### config.mk
export PLATFORM = sky130hd
export DESIGN_NAME = scs_frac
export DESIGN_NICKNAME = d
export VERILOG_FILES = /design/src/design/scs_frac.sv
export SDC_FILE = /design/constraint.sdc
export NUM_CORES = 2
export LEC_CHECK = 0
export BUFFER_PORTS_ARGS = -buffer_cell sky130_fd_sc_hd__buf_2
export CAP_MARGIN = 20
export CORE_MARGIN = 4
export CORE_UTILIZATION = 41
export CTS_CLUSTER_DIAMETER = 60
export DETAILED_ROUTE_END_ITERATION = 10
export PLACE_DENSITY = 0.57
export SLEW_MARGIN = 15
export SYNTH_ARGS = -nofsm -noshare
export SYNTH_HDL_FRONTEND = slang
export SYNTH_SLANG_ARGS = --single-unit
### constraint.sdc
create_clock -name clk -period 4.8 [get_ports clk]
set_clock_uncertainty 0.05 [all_clocks]
set_input_delay 0.96 -clock clk [delete_from_list [all_inputs] [get_ports clk]]
set_output_delay 0.96 -clock clk [all_outputs]
set_load 0.01 [all_outputs]
### src/design/scs_frac.sv
`timescale 1ns / 1ps
// two-lane pipelined restoring divider, n * 2^FB / d for n <= d
module scs_frac #(
  parameter int TW = 34,
  parameter int FB = 16
) (
  input  logic          clk,
  input  logic          rst_n,
  input  logic          adv,
  input  logic          in_valid,
  input  logic [TW-1:0] num_a,
  input  logic [TW-1:0] num_b,
  input  logic [TW-1:0] den,
  input  logic [1:0]    in_hits,
  output logic          out_valid,
  output logic [FB:0]   quo_a,
  output logic [FB:0]   quo_b,
  output logic [1:0]    out_hits
);
  logic          vld_r  [FB+1];
  logic [TW-1:0] ra_r   [FB+1];
  logic [TW-1:0] rb_r   [FB+1];
  logic [FB:0]   qa_r   [FB+1];
  logic [FB:0]   qb_r   [FB+1];
  logic [TW-1:0] den_r  [FB+1];
  logic [1:0]    hits_r [FB+1];

  // integer part: the numerator never exceeds the divisor
  always_ff @(posedge clk) begin
    if (!rst_n) begin
      vld_r[0] <= 1'b0;
    end else if (adv) begin
      vld_r[0] <= in_valid;
    end
  end

  always_ff @(posedge clk) begin
    if (adv) begin
      qa_r[0]   <= (FB+1)'(num_a >= den);
      ra_r[0]   <= (num_a >= den) ? '0 : num_a;
      qb_r[0]   <= (FB+1)'(num_b >= den);
      rb_r[0]   <= (num_b >= den) ? '0 : num_b;
      den_r[0]  <= den;
      hits_r[0] <= in_hits;
    end
  end

  for (genvar k = 1; k <= FB; k++) begin : g_step
    logic [TW:0] sa;
    logic [TW:0] sb;

    always_comb begin
      sa = {ra_r[k-1], 1'b0};
      sb = {rb_r[k-1], 1'b0};
    end

    always_ff @(posedge clk) begin
      if (!rst_n) begin
        vld_r[k] <= 1'b0;
      end else if (adv) begin
        vld_r[k] <= vld_r[k-1];
      end
    end

    always_ff @(posedge clk) begin
      if (adv) begin
        if (sa >= {1'b0, den_r[k-1]}) begin
          ra_r[k] <= TW'(sa - {1'b0, den_r[k-1]});
          qa_r[k] <= {qa_r[k-1][FB-1:0], 1'b1};
        end else begin
          ra_r[k] <= TW'(sa);
          qa_r[k] <= {qa_r[k-1][FB-1:0], 1'b0};
        end
        if (sb >= {1'b0, den_r[k-1]}) begin
          rb_r[k] <= TW'(sb - {1'b0, den_r[k-1]});
          qb_r[k] <= {qb_r[k-1][FB-1:0], 1'b1};
        end else begin
          rb_r[k] <= TW'(sb);
          qb_r[k] <= {qb_r[k-1][FB-1:0], 1'b0};
        end
        den_r[k]  <= den_r[k-1];
        hits_r[k] <= hits_r[k-1];
      end
    end
  end

  assign out_valid = vld_r[FB];
  assign quo_a     = qa_r[FB];
  assign quo_b     = qb_r[FB];
  assign out_hits  = hits_r[FB];

endmodule

==> flow_metrics.env <==
export IMPL_path_depth=14
export IMPL_synthCells=12000
export IMPL_cap_violations=0
export IMPL_max_slew_worst_pin_slew_ns=1.10
export IMPL_port_buffers=144
export IMPL_drtIter0Drc=5366
export IMPL_fillCellCount=28600
export IMPL_routed_via_density=5.59
export IMPL_wirelength_microns=401000
export IMPL_clock_sinks=1989
export IMPL_min_path_type="input pin to register"
export IMPL_seqCellArea_sq_mm=0.0597
export IMPL_fin_util=0.464
export IMPL_fmax_mhz=217
export IMPL_fp_dieW_microns=568
export IMPL_synth_seq_cells=1989
export IMPL_fin_crit_sh=0.959
export IMPL_cts_tree="yes"
export IMPL_grt_total_usage=0.242
export IMPL_synth_warnings=0
export IMPL_cpPeakStageDelay_ns=0.68
export IMPL_vias=93500
export IMPL_cts_setup_buffers=0
export IMPL_crit_type="register to register"
export IMPL_crit_slowest_cell="a2111oi_1"
export IMPL_cts_buffer_depth=4
export IMPL_rows=205
export IMPL_cp_required_ns=5.38
export IMPL_die_height_microns=568
export IMPL_grt_pass1_vias=98400
export IMPL_period_needed_ns=4.60
export IMPL_power_density_mw_per_mm2=697
export IMPL_core_area_sq_mm=0.312
export IMPL_crit_family="compound AO/OA/AOI/OAI gates"
export IMPL_p_leak_nw=58.9
export IMPL_holdWs_ns=0.214
export IMPL_gp_congestion=1.06
export IMPL_dp_slack_ns=-0.655
export IMPL_ant_nets=0
export IMPL_post_drt_wl_per_cell_microns=24.0
export IMPL_crit_end="ra_r[3][12]$_DFFE_PP_"
export IMPL_path_buf_inv=3
export IMPL_ir_drop_mv=0.290
export IMPL_synth_cell_types=100
export IMPL_area_delta_synth_final_pct=12.6
export IMPL_ios=145
export IMPL_clk_latency_ns=0.89
export IMPL_grt_overflow_total=0
export IMPL_dr_pass1_iters=5
export IMPL_dieArea_sq_mm=0.322
export IMPL_r2r_end="ra_r[3][12]$_DFFE_PP_"
export IMPL_crit_chain="inv_1, ha_1, nor2b_1, or2_2, a2111oi_1, o22ai_1, buf_4, a311o_1, nand2_1, o21ai_1, a311o_1, a21oi_4, buf_12, mux2_2"
export IMPL_hold_buffers=0
export IMPL_r2r_start="den_r[0][69]$_DFFE_PP_"
export IMPL_drv_slew=0
export IMPL_tns_ns=0
export IMPL_total_power_mw=101
export IMPL_finalHoldViolCount=0
export IMPL_crit_arrival_ns=5.18
export IMPL_nNetsFinal=13700
export IMPL_max_slew_margin_rel=0.262
export IMPL_rr_worst_depth=14
export IMPL_synth_seq_area_share=0.465
export IMPL_synth_fp_nets=13300
export IMPL_finalWorstSetupSlack_ns=0.197
export IMPL_syn_area_per_cell_sq_um=10.7
export IMPL_rsz0062_at_grt="false"
export IMPL_antenna_found_initial=10
export IMPL_crit_top_cell="a311o_1"
export IMPL_dp_hpwl_microns=324000
export IMPL_critPathLaunchType="register"
export IMPL_root_buffer="clkbuf_16"
export IMPL_post_cts_resized=0
export IMPL_min_from="den[4]"
export IMPL_reg2reg_slack_ns=0.20
export IMPL_syn_area_sq_mm=0.129
export IMPL_drcViolationCount=0
export IMPL_finalSetupViolCount=0
export IMPL_htreeDepth=5
export IMPL_cp_end_kind="register"
export IMPL_start_util=0.412
export IMPL_cts_clk_slew_worst_paths_ns=0.06
export IMPL_drive_gt1_frac=0.120
export IMPL_async_reset_ff_frac=0
export IMPL_grt_max_degree=171
export IMPL_multiInputGateArea_sq_mm=0.0646
export IMPL_startpoint="den_r[0][69]$_DFFE_PP_"
export IMPL_ys_flop_type="edfxtp_1"
export IMPL_grt_pass1_wl_microns=593000
export IMPL_status="finished, final reports clean"
export IMPL_cp_max_fo=35
export IMPL_synth_edf_count=1986
export IMPL_numCtsBuffers=268
through the flow:
stage | instances | area, sq um
after floorplan | 12000 | 129000
after global placement | 16200 | 136000
after detailed placement | 16200 | 136000
after CTS | 16700 | 145000
after global routing | 16700 | 145000
final | 16700 | 145000
state kept, by name, summed over array words and instances, names as in the netlist:
register,cells
den_r,544
hits_r,34
qa_r,153
qb_r,153
ra_r,544
rb_r,544
vld_r,17
final cells by class:
| class | instances | share of cell area |
|---|---|---|
| Multi-Input combinational cell | 8853 | 0.446 |
| Sequential cell | 1989 | 0.412 |
| Clock buffer | 320 | 0.0484 |
| Tap cell | 4140 | 0.0358 |
| Timing Repair Buffer | 443 | 0.0240 |
| Inverter | 811 | 0.0210 |
| Clock inverter | 161 | 0.0121 |
| Antenna cell | 7 | 0.000121 |
cells by family (layout without fill, tap and decap cells):
kind of cell	Yosys count	after routing	synth area share
and+or+nand+nor	2799	2799	0.105
AOI/OAI and AO/OA	3407	3407	0.167
muxes	587	587	0.0521
buffers and inverters	1165	1735	0.0351
xor gates and xnor gates	876	876	0.0597
DFF	1989	1989	0.465
adders and majority gates	1184	1184	0.117
other	0	7	0
where the power goes:
| part | internal, mW | switching [mW] | leakage (nW) |
|---|---|---|---|
| clock network | 11.9 | 7.90 | 4.23 |
| registers | 26.9 | 3.41 | 19.4 |
| logic | 22.1 | 28.7 | 35.3 |
synthesized netlist by cell type (119+ instances only):
cell         n  share of area
edfxtp_1  1986           0.46
a21oi_1   1187          0.046
ha_1      1154           0.11
inv_1      810          0.024
nor2_1     787          0.023
nand2_1    732          0.021
o21ai_0    659          0.026
xnor2_1    558          0.038
a21o_1     543          0.032
mux2_2     524          0.046
xor2_1     318          0.022
clkbuf_1   271         0.0079
nand3_1    215         0.0084
and2_1     158         0.0077
nand4_1    154         0.0075
o21bai_1   151         0.0088
nor3_1     143         0.0056
nor2b_1    138         0.0067
o21a_1     128         0.0075
and3_1     127         0.0062
a31oi_1    119         0.0058
worst min path at each step:
stage	end	slack, ns	depth (start not counted)
2_1_floorplan	hits_r[0][10]$_DFFE_PP_	0.35	0
3_3_place_gp	qb_r[11][4]$_DFFE_PP_	0.35	0
3_5_place_dp	hits_r[0][27]$_DFFE_PP_	0.35	0
4_1_cts	den_r[0][4]$_DFFE_PP_	0.13	1
5_1_grt	den_r[0][4]$_DFFE_PP_	0.16	1
6_report	den_r[0][4]$_DFFE_PP_	0.21	1
layer usage:
| metal | GRT usage | share of wire | vias up | routed length [microns] |
|---|---|---|---|---|
| met5 | 0 | 0 | - | 0 |
| met1 | 0.213 | 0.32 | 44600 | 129000 |
| met2 | 0.487 | 0.55 | 2403 | 221000 |
| met4 | 0.191 | 0.097 | 0 | 38900 |
| li1 | - | - | 45400 | - |
| met3 | 0.0259 | 0.029 | 1091 | 11800 |
cell usage in the layout, fill, tap and decap left out, types with 272 or more instances in the layout:
master and instances:
a21oi_1 1187, xnor2_1 558, edfxtp_1 1986, clkbuf_16 272
nand2_1 732, nor2_1 786, a21o_1 542, ha_1 1154
xor2_1 318, o21ai_0 657, mux2_2 524, inv_1 810
No activity file was read; power rests on OpenSTA's default activity.
